--- src/hdl/afr_pkg.sv ---
// afr_pkg: shared constants and types for the additive feedback generator.
// No dependencies; imported by every design file and the testbench.
`default_nettype none

package afr_pkg;

    localparam int unsigned LAG       = 31;
    localparam int unsigned SHORT_TAP = 3;
    localparam int unsigned WORD_W    = 32;
    localparam int unsigned VALUE_W   = 31;

    localparam logic [14:0] LEHMER_A  = 15'd16807;
    localparam logic [11:0] SCHRAGE_R = 12'd2836;
    localparam logic [16:0] SCHRAGE_Q = 17'd127773;
    localparam logic [30:0] LEHMER_M  = 31'h7FFF_FFFF;

    localparam logic OP_DRAW = 1'b0;
    localparam logic OP_SEED = 1'b1;

    typedef logic [WORD_W-1:0] word_t;

    typedef struct packed {
        logic  done;
        word_t word;
    } lehmer_rsp_t;

endpackage

`default_nettype wire

--- src/hdl/additive_feedback_rng.sv ---
// additive_feedback_rng: lagged additive-feedback generator (lags 31 and 3).
// Depends on afr_pkg, afr_cell (history chain) and afr_lehmer (seed fill).
//
//   channel | handshake             | payload
//   cmd     | cmd_valid / cmd_ready | opcode[0:0], seed[31:0]
//   res     | res_valid / res_ready | value[30:0]
//
// Draws may follow back to back, one per cycle, while each result is taken.
// A reseed holds cmd_ready low while the history refills: the seed and 30 Lehmer
// words (reciprocal-multiply quotient) are shifted in, then WARMUP_END-31
// mixing shifts of the chain follow.
// The same refill with seed one runs right after reset.
// A waiting result sits in the output register; draws stall while it is full and unread.
`default_nettype none

module additive_feedback_rng
#(
    parameter int unsigned WARMUP_END = 344
)
(
    input  wire logic                        clk,
    input  wire logic                        rst_n,
    input  wire logic                        cmd_valid,
    output logic                             cmd_ready,
    input  wire logic                        opcode,
    input  wire logic [31:0]                 seed,
    output logic                             res_valid,
    input  wire logic                        res_ready,
    output logic [afr_pkg::VALUE_W-1:0]      value
);
    import afr_pkg::*;

    localparam int unsigned CNT_W   = $clog2(WARMUP_END);
    localparam logic [1:0]  ST_FILL = 2'd0;
    localparam logic [1:0]  ST_MIX  = 2'd1;
    localparam logic [1:0]  ST_RUN  = 2'd2;

    logic [1:0]       state_reg, state_next;
    logic [CNT_W-1:0] step_reg, step_next;
    word_t            cur_reg, cur_next;
    logic             have_reg, have_next;
    logic             res_valid_reg, res_valid_next;
    logic [VALUE_W-1:0] value_reg, value_next;

    word_t            cell_q [LAG];
    word_t            push_word;
    word_t            fb_sum;
    logic             shift;
    logic             lehmer_start;
    lehmer_rsp_t      lehmer_rsp;
    logic             cmd_fire;
    logic             draw_fire;

    genvar gi;
    generate
        for (gi = 0; gi < LAG; gi++)
        begin : g_chain
            if (gi == LAG - 1)
            begin : g_tail
                afr_cell u_cell (.clk(clk), .shift(shift), .d(push_word), .q(cell_q[gi]));
            end
            else
            begin : g_body
                afr_cell u_cell (.clk(clk), .shift(shift), .d(cell_q[gi+1]), .q(cell_q[gi]));
            end
        end
    endgenerate

    afr_lehmer u_lehmer
    (
        .clk   (clk),
        .rst_n (rst_n),
        .start (lehmer_start),
        .x     (cur_reg),
        .rsp   (lehmer_rsp)
    );

    assign fb_sum    = cell_q[0] + cell_q[LAG-SHORT_TAP];
    assign cmd_ready = (state_reg == ST_RUN) && (!res_valid_reg || res_ready);
    assign cmd_fire  = cmd_valid && cmd_ready;
    assign draw_fire = cmd_fire && (opcode == OP_DRAW);

    always_comb
    begin
        state_next     = state_reg;
        step_next      = step_reg;
        cur_next       = cur_reg;
        have_next      = have_reg;
        res_valid_next = res_valid_reg;
        value_next     = value_reg;
        shift          = 1'b0;
        push_word      = fb_sum;
        lehmer_start   = 1'b0;

        if (res_ready)
        begin
            res_valid_next = 1'b0;
        end

        case (state_reg)
            ST_FILL:
            begin
                push_word = cur_reg;
                if (lehmer_rsp.done)
                begin
                    cur_next  = lehmer_rsp.word;
                    have_next = 1'b1;
                end
                if (have_reg)
                begin
                    shift     = 1'b1;
                    have_next = 1'b0;
                    if (step_reg == CNT_W'(LAG - 1))
                    begin
                        state_next = ST_MIX;
                    end
                    else
                    begin
                        lehmer_start = 1'b1;
                    end
                    step_next = step_reg + CNT_W'(1);
                end
            end
            ST_MIX:
            begin
                shift     = 1'b1;
                push_word = (step_reg < CNT_W'(LAG + SHORT_TAP)) ? cell_q[0] : fb_sum;
                if (step_reg == CNT_W'(WARMUP_END - 1))
                begin
                    state_next = ST_RUN;
                    step_next  = '0;
                end
                else
                begin
                    step_next = step_reg + CNT_W'(1);
                end
            end
            ST_RUN:
            begin
                if (draw_fire)
                begin
                    shift          = 1'b1;
                    res_valid_next = 1'b1;
                    value_next     = fb_sum[WORD_W-1:1];
                end
                else if (cmd_fire)
                begin
                    cur_next   = (seed == 32'd0) ? 32'd1 : seed;
                    have_next  = 1'b1;
                    step_next  = '0;
                    state_next = ST_FILL;
                end
            end
            default:
            begin
                state_next = ST_RUN;
            end
        endcase
    end

    always_ff @(posedge clk or negedge rst_n)
    begin
        if (!rst_n)
        begin
            state_reg     <= ST_FILL;
            step_reg      <= '0;
            cur_reg       <= 32'd1;
            have_reg      <= 1'b1;
            res_valid_reg <= 1'b0;
        end
        else
        begin
            state_reg     <= state_next;
            step_reg      <= step_next;
            cur_reg       <= cur_next;
            have_reg      <= have_next;
            res_valid_reg <= res_valid_next;
        end
    end

    always_ff @(posedge clk)
    begin
        value_reg <= value_next;
    end

    assign res_valid = res_valid_reg;
    assign value     = value_reg;

`ifndef NO_ASSERTIONS
    a_ready_only_running: assert property (@(posedge clk) disable iff (!rst_n)
        cmd_ready |-> (state_reg == ST_RUN))
        else $error("rng: command taken outside run state");
    a_draw_gives_result: assert property (@(posedge clk) disable iff (!rst_n)
        draw_fire |=> res_valid)
        else $error("rng: draw transaction without result");
    a_step_bound: assert property (@(posedge clk) disable iff (!rst_n)
        step_reg < CNT_W'(WARMUP_END))
        else $error("rng: warm-up counter overran");
    a_lehmer_only_fill: assert property (@(posedge clk) disable iff (!rst_n)
        lehmer_rsp.done |-> (state_reg == ST_FILL) && !have_reg)
        else $error("rng: Lehmer result outside fill");
`endif

endmodule

`default_nettype wire

--- src/hdl/afr_cell.sv ---
// afr_cell: one word of the history shift chain.
// Depends on afr_pkg for the word type.
`default_nettype none

module afr_cell
(
    input  wire logic          clk,
    input  wire logic          shift,
    input  wire afr_pkg::word_t d,
    output afr_pkg::word_t     q
);
    import afr_pkg::*;

    word_t word_reg;
    word_t word_next;

    always_comb
    begin
        word_next = shift ? d : word_reg;
    end

    always_ff @(posedge clk)
    begin
        word_reg <= word_next;
    end

    assign q = word_reg;

endmodule

`default_nettype wire

--- src/hdl/afr_lehmer.sv ---
// afr_lehmer: one Lehmer step (x * 16807 mod 2^31-1, Schrage form, C signed
// division), quotient by reciprocal multiply and one correction. Depends on afr_pkg.
`default_nettype none

module afr_lehmer
(
    input  wire logic           clk,
    input  wire logic           rst_n,
    input  wire logic           start,
    input  wire afr_pkg::word_t x,
    output afr_pkg::lehmer_rsp_t rsp
);
    import afr_pkg::*;

    localparam logic [2:0]  PH_IDLE = 3'd0;
    localparam logic [2:0]  PH_EST  = 3'd1;
    localparam logic [2:0]  PH_REM  = 3'd2;
    localparam logic [2:0]  PH_FIX  = 3'd3;
    localparam logic [2:0]  PH_MUL  = 3'd4;
    localparam logic [2:0]  PH_FIN  = 3'd5;
    localparam int unsigned Q_W     = 15;
    localparam logic [15:0] Q_RECIP = 16'd33614;

    logic [2:0]     phase_reg, phase_next;
    logic           neg_reg, neg_next;
    word_t          mag_reg, mag_next;
    logic [17:0]    rem_reg, rem_next;
    logic [Q_W-1:0] quo_reg, quo_next;
    logic [31:0]    pa_reg, pa_next;
    logic [26:0]    pb_reg, pb_next;

    word_t          mag;
    logic [47:0]    est;
    word_t          back;
    word_t          left;
    logic           over;
    logic signed [33:0] diff;
    logic signed [33:0] wrap;
    logic signed [33:0] fixed;

    always_comb
    begin
        mag   = x[31] ? (~x + 32'd1) : x;
        est   = {16'b0, mag_reg} * {32'b0, Q_RECIP};
        back  = {17'b0, quo_reg} * {15'b0, SCHRAGE_Q};
        left  = mag_reg - back;
        over  = (rem_reg >= {1'b0, SCHRAGE_Q});
        diff  = $signed({2'b00, pa_reg}) - $signed({7'b0, pb_reg});
        wrap  = neg_reg ? -diff : diff;
        fixed = wrap[33] ? (wrap + $signed({3'b000, LEHMER_M})) : wrap;

        phase_next = phase_reg;
        neg_next   = neg_reg;
        mag_next   = mag_reg;
        rem_next   = rem_reg;
        quo_next   = quo_reg;
        pa_next    = pa_reg;
        pb_next    = pb_reg;

        case (phase_reg)
            PH_IDLE:
            begin
                if (start)
                begin
                    neg_next   = x[31];
                    mag_next   = mag;
                    phase_next = PH_EST;
                end
            end
            PH_EST:
            begin
                quo_next   = est[46:32];
                phase_next = PH_REM;
            end
            PH_REM:
            begin
                rem_next   = left[17:0];
                phase_next = PH_FIX;
            end
            PH_FIX:
            begin
                if (over)
                begin
                    rem_next = rem_reg - {1'b0, SCHRAGE_Q};
                    quo_next = quo_reg + Q_W'(1);
                end
                phase_next = PH_MUL;
            end
            PH_MUL:
            begin
                pa_next    = {17'b0, LEHMER_A} * {15'b0, rem_reg[16:0]};
                pb_next    = {15'b0, SCHRAGE_R} * {12'b0, quo_reg};
                phase_next = PH_FIN;
            end
            PH_FIN:
            begin
                phase_next = PH_IDLE;
            end
            default:
            begin
                phase_next = PH_IDLE;
            end
        endcase
    end

    always_ff @(posedge clk or negedge rst_n)
    begin
        if (!rst_n)
        begin
            phase_reg <= PH_IDLE;
        end
        else
        begin
            phase_reg <= phase_next;
        end
    end

    always_ff @(posedge clk)
    begin
        neg_reg <= neg_next;
        mag_reg <= mag_next;
        rem_reg <= rem_next;
        quo_reg <= quo_next;
        pa_reg  <= pa_next;
        pb_reg  <= pb_next;
    end

    assign rsp.done = (phase_reg == PH_FIN);
    assign rsp.word = fixed[31:0];

`ifndef NO_ASSERTIONS
    a_start_enters_est: assert property (@(posedge clk) disable iff (!rst_n)
        (phase_reg == PH_IDLE) && start |=> (phase_reg == PH_EST))
        else $error("lehmer: start did not enter estimate");
    a_rem_below_q: assert property (@(posedge clk) disable iff (!rst_n)
        (phase_reg == PH_MUL) |-> (rem_reg < {1'b0, SCHRAGE_Q}))
        else $error("lehmer: remainder not reduced");
    a_result_in_range: assert property (@(posedge clk) disable iff (!rst_n)
        rsp.done |-> (fixed[33:31] == 3'b000))
        else $error("lehmer: result out of range");
`endif

endmodule

`default_nettype wire

--- config.mk ---
export PLATFORM = sky130hd
export DESIGN_NAME = additive_feedback_rng
export DESIGN_NICKNAME = d
export VERILOG_FILES = /design/src/hdl/afr_pkg.sv /design/src/hdl/additive_feedback_rng.sv /design/src/hdl/afr_cell.sv /design/src/hdl/afr_lehmer.sv
export SDC_FILE = /design/constraint.sdc
export NUM_CORES = 2
export LEC_CHECK = 0
export BUFFER_PORTS_ARGS = -buffer_cell sky130_fd_sc_hd__buf_2
export CORE_MARGIN = 2
export CORE_UTILIZATION = 51
export CTS_CLUSTER_DIAMETER = 150
export CTS_CLUSTER_SIZE = 24
export DETAILED_ROUTE_END_ITERATION = 8
export GPL_TIMING_DRIVEN = 0
export PLACE_DENSITY = 0.71
export SYNTH_ARGS = -nofsm -noshare
export SYNTH_HDL_FRONTEND = slang
export SYNTH_HIERARCHICAL = 1
export SYNTH_SLANG_ARGS = --single-unit
--- constraint.sdc ---
create_clock -name clk -period 135.4 [get_ports clk]
set_input_delay 27.08 -clock clk [delete_from_list [all_inputs] [get_ports clk]]
set_output_delay 27.08 -clock clk [all_outputs]
set_load 0.02 [all_outputs]
==> key figures <==
Run status
  – Result of the run: finished, final reports clean

Layout
  – Nets: approximately 5400
  – Multi-input gate area in the final layout: 0.0224 mm2
  – Area used by sequential logic in the layout: roughly 0.036 mm2
  – Max FFs per register: between 900 and 1000
  – Fillcell total: 9440
  – Non-filler cells, final: 6081
  – Area growth syn-to-layout: 8.01%
  – Fraction of final layout cells with drive strength greater than 1: 5.16%

Power
  – Overall power of the completed layout: 0.585 mW
  – Internal power of the cells: 0.476 mW
  – Clock power frac: 31.7%
  – VDD IR-drop max: 0.0000102 V
  – Net switching share of the total power: 18.6%
  – Static leakage: between 20 and 25 nW
  – Areal power density over the cells: 8.89 mW/mm2
  – Switching power: 0.109 mW
  – Share of total power in combinational logic: 0.3%
  – Part of the power in registers: 68.0%

STA
  – Tcrit/Tclk final: 40.4%
  – Worst-Margin Slew: between 1 and 1.5 ns
  – Max Slew Vio Count: 0
  – Worst clock skew: 0.0439 ns
  – Fin worst setup slack: slightly above 80 ns
  – Total Negative Setup Slacks: 0 ns
  – Worst-case headroom to the max-slew limit: 14.6%
  – Final count of hold timing violations: 0
  – Final min period: about 55 ns
  – Smallest hold slack: 0.412 ns
  – Maximum operating frequency: 18.3 MHz
  – Setup repair after global routing missed its margin: no
  – Count of endpoints failing setup in the final report: 0

CTS
  – TritonCTS clock tree: built
  – Clock transition at the registers of the reported paths: 0.09 ns
  – Number of buffers created by CTS: 55
  – Cts hold-fix bufs: 0
  – Root buffer cell: sky130_fd_sc_hd__clkbuf_16
  – Maximum number of buffers from clock root to sink: 3
  – Total number of H-tree levels: 2
  – Clock latency reported for the late side of the worst-skew pair: about 0.70 ns
  – Post CTS Setup Buffer Count: 0
  – Post-cts gate resize count: 0
  – Sinks on Clock Net: approximately 1200

GRT
  – Initial antenna violation count: 17
  – Pin count of the biggest net entering global routing: between 40 and 50
  – Number of global-route vias before repair: 32400
  – First-pass GRT wire length: 187 mm
  – Overall global routing resource usage: between 20% and 30%
  – Final global-route overflow total: 0

Route
  – Post-detailed-route DRC marker count: 0
  – First-pass iteration count of the detailed router: 6
  – Post-detailed-route count of antenna-violating nets: 0
  – Vias per inst: 5.38
  – Wire length per cell: 19.9 um
  – Via count: 32700
  – Total routed wirelength: 121 mm
  – First-iteration detailed-routing DRC count: 2506

Worst setup path
  – Crit end category: output pin
  – Reg-to-reg endpoint: u_lehmer/quo_reg[14]
  – Critical Path Fanout Max: 3
  – Worst Path Arrival: 27.67 ns
  – Source of the worst register-to-register timing path: u_lehmer/mag_reg[15]
  – Worst Path Class, Setup: in -> out
  – Endpoint required time on the critical path: 108.32 ns
  – Worst setup SP type: input pin
  – Reg2Reg Depth: 24
  – Reg2Reg Setup Slack: 128.18 ns

Synthesis
  – Prevailing post-synth register cell: sky130_fd_sc_hd__edfxtp_1
  – Post-synthesis average cell area: roughly 14 um2
  – Largest area contributor in the netlist: sky130_fd_sc_hd__edfxtp_1
  – Cells after synthesis: between 4000 and 5000
  – Number of nets in the synthesized netlist: 5196
  – Main area contributors after synthesis: sky130_fd_sc_hd__edfxtp_1, sky130_fd_sc_hd__ha_1, sky130_fd_sc_hd__fa_1
  – Count of flip-flops with a built-in enable after synthesis: 1146
  – Top-count cell post-synth: sky130_fd_sc_hd__edfxtp_1
  – Cell variety after synth: 94
  – Post-synth top area share: 56.5%
  – Total number of yosys warnings: 6
  – Commonest cells in the synthesized netlist: sky130_fd_sc_hd__edfxtp_1, sky130_fd_sc_hd__inv_1, sky130_fd_sc_hd__ha_1
  – Area of the mapped netlist: 0.0609 mm2
  – Async S/R FF share, synth: 4.02%
  – Part of the Yosys area used for sequential elements: between 50% and 60%
  – Number of synthesized register bits: 1194

Floorplan
  – Number of top-level pins: 70
  – Die Area: 0.122 mm2
  – Site Rows: ~130
  – Placeable Area: 0.118 mm2
  – Floorplan die height: 350 um
  – Die X: about 350 um
  – Initial Util: 51.5%

Place
  – Placed Cells: 5976
  – HPWL after detailed placement: 92.4 mm
  – # port buffers: 69
  – Worst slack at placement: ~80 ns
  – Final estimated routing congestion in global placement: just over 0.9

Hold path
  – Worst hold path type: reg -> reg
  – Hold Crit Depth: 0
  – End of the worst hold path: g_chain[5].g_body.u_cell/q[26]
  – Start point of the worst min-delay path: g_chain[6].g_body.u_cell/q[26]

Run
  – Max-cap check violation count: 0
[logic make-up after synthesis]
kind of cell | after synthesis | synth area share [%]
DFF | 1194 | 58.5
adders and majority gates | 837 | 20.8
buffers and inverters | 780 | 4.84
and+or+nand+nor | 606 | 5.02
AOI/OAI and AO/OA | 602 | 6.38
xor gates and xnor gates | 257 | 3.70
muxes | 46 | 0.758
[how the worst max path moves through the flow]
stage                                          end  cells past startpoint  slack [ns]  startpoint
floorplan            g_chain[0].g_body.u_cell/q[0]                      4       58.23   res_ready
global placement    g_chain[14].g_body.u_cell/q[1]                      5       43.43   res_ready
detailed placement                       cmd_ready                      4       80.66   res_ready
CTS                                      cmd_ready                      4       80.65   res_ready
global route                             cmd_ready                      4       80.59   res_ready
finish                                   cmd_ready                      4       80.65   res_ready
[metal layers]
layer,routed length (um),track usage [%],vias up,share of wire [%]
li1,-,-,15500,-
met1,55500,29.1,16300,46
met2,54900,31.6,703,45
met3,7320,2.82,173,6.0
met4,3490,5.97,6,2.9
met5,26,0,-,0.021
[layout by cell type, fill, tap and decap left out, types with 71 or more instances in the layout]
master	instances
sky130_fd_sc_hd__a21oi_1	164
sky130_fd_sc_hd__buf_2	73
sky130_fd_sc_hd__clkbuf_1	82
sky130_fd_sc_hd__edfxtp_1	1146
sky130_fd_sc_hd__fa_1	294
sky130_fd_sc_hd__ha_1	543
sky130_fd_sc_hd__inv_1	718
sky130_fd_sc_hd__nand2_1	172
sky130_fd_sc_hd__nor2_1	143
sky130_fd_sc_hd__o21ai_0	153
sky130_fd_sc_hd__xnor2_1	186
sky130_fd_sc_hd__xor2_1	71
[power by group through the flow]
stage | clock network [mW] | registers [mW] | logic (mW)
after global placement | 0 | 0.406 | 0.00149
after floorplan | 0 | 0.406 | 0.000104
after CTS | 0.192 | 0.398 | 0.00152
after global routing | 0.203 | 0.398 | 0.00162
after detailed placement | 0 | 0.406 | 0.00152
final | 0.185 | 0.398 | 0.00155
[critical path: stages]
cell and delay [ns]:
sky130_fd_sc_hd__buf_2 0.09, sky130_fd_sc_hd__nand2b_1 0.16, sky130_fd_sc_hd__and2_1 0.18, sky130_fd_sc_hd__buf_2 0.16
[stage by stage]
step / cell area [um2] / util (%)
floorplan: 60900 / -
global placement: 63200 / 53.4
detailed placement: 64100 / 54.3
CTS: 65700 / 55.6
global route: 65700 / 55.6
finish: 65800 / 55.6
[cell type report]
cell class | count | area share (%)
inverters | 720 | 4.11
well taps | 1536 | 2.92
clock inverters | 4 | 0.135
plain buffers | 60 | 0.373
clock buffers | 89 | 2.29
repair buffers | 118 | 1.98
flip-flops and latches | 1194 | 54.2
multi-input cells | 2348 | 34.0
diodes | 12 | 0.0457
No activity file was read; power rests on OpenSTA's default activity.
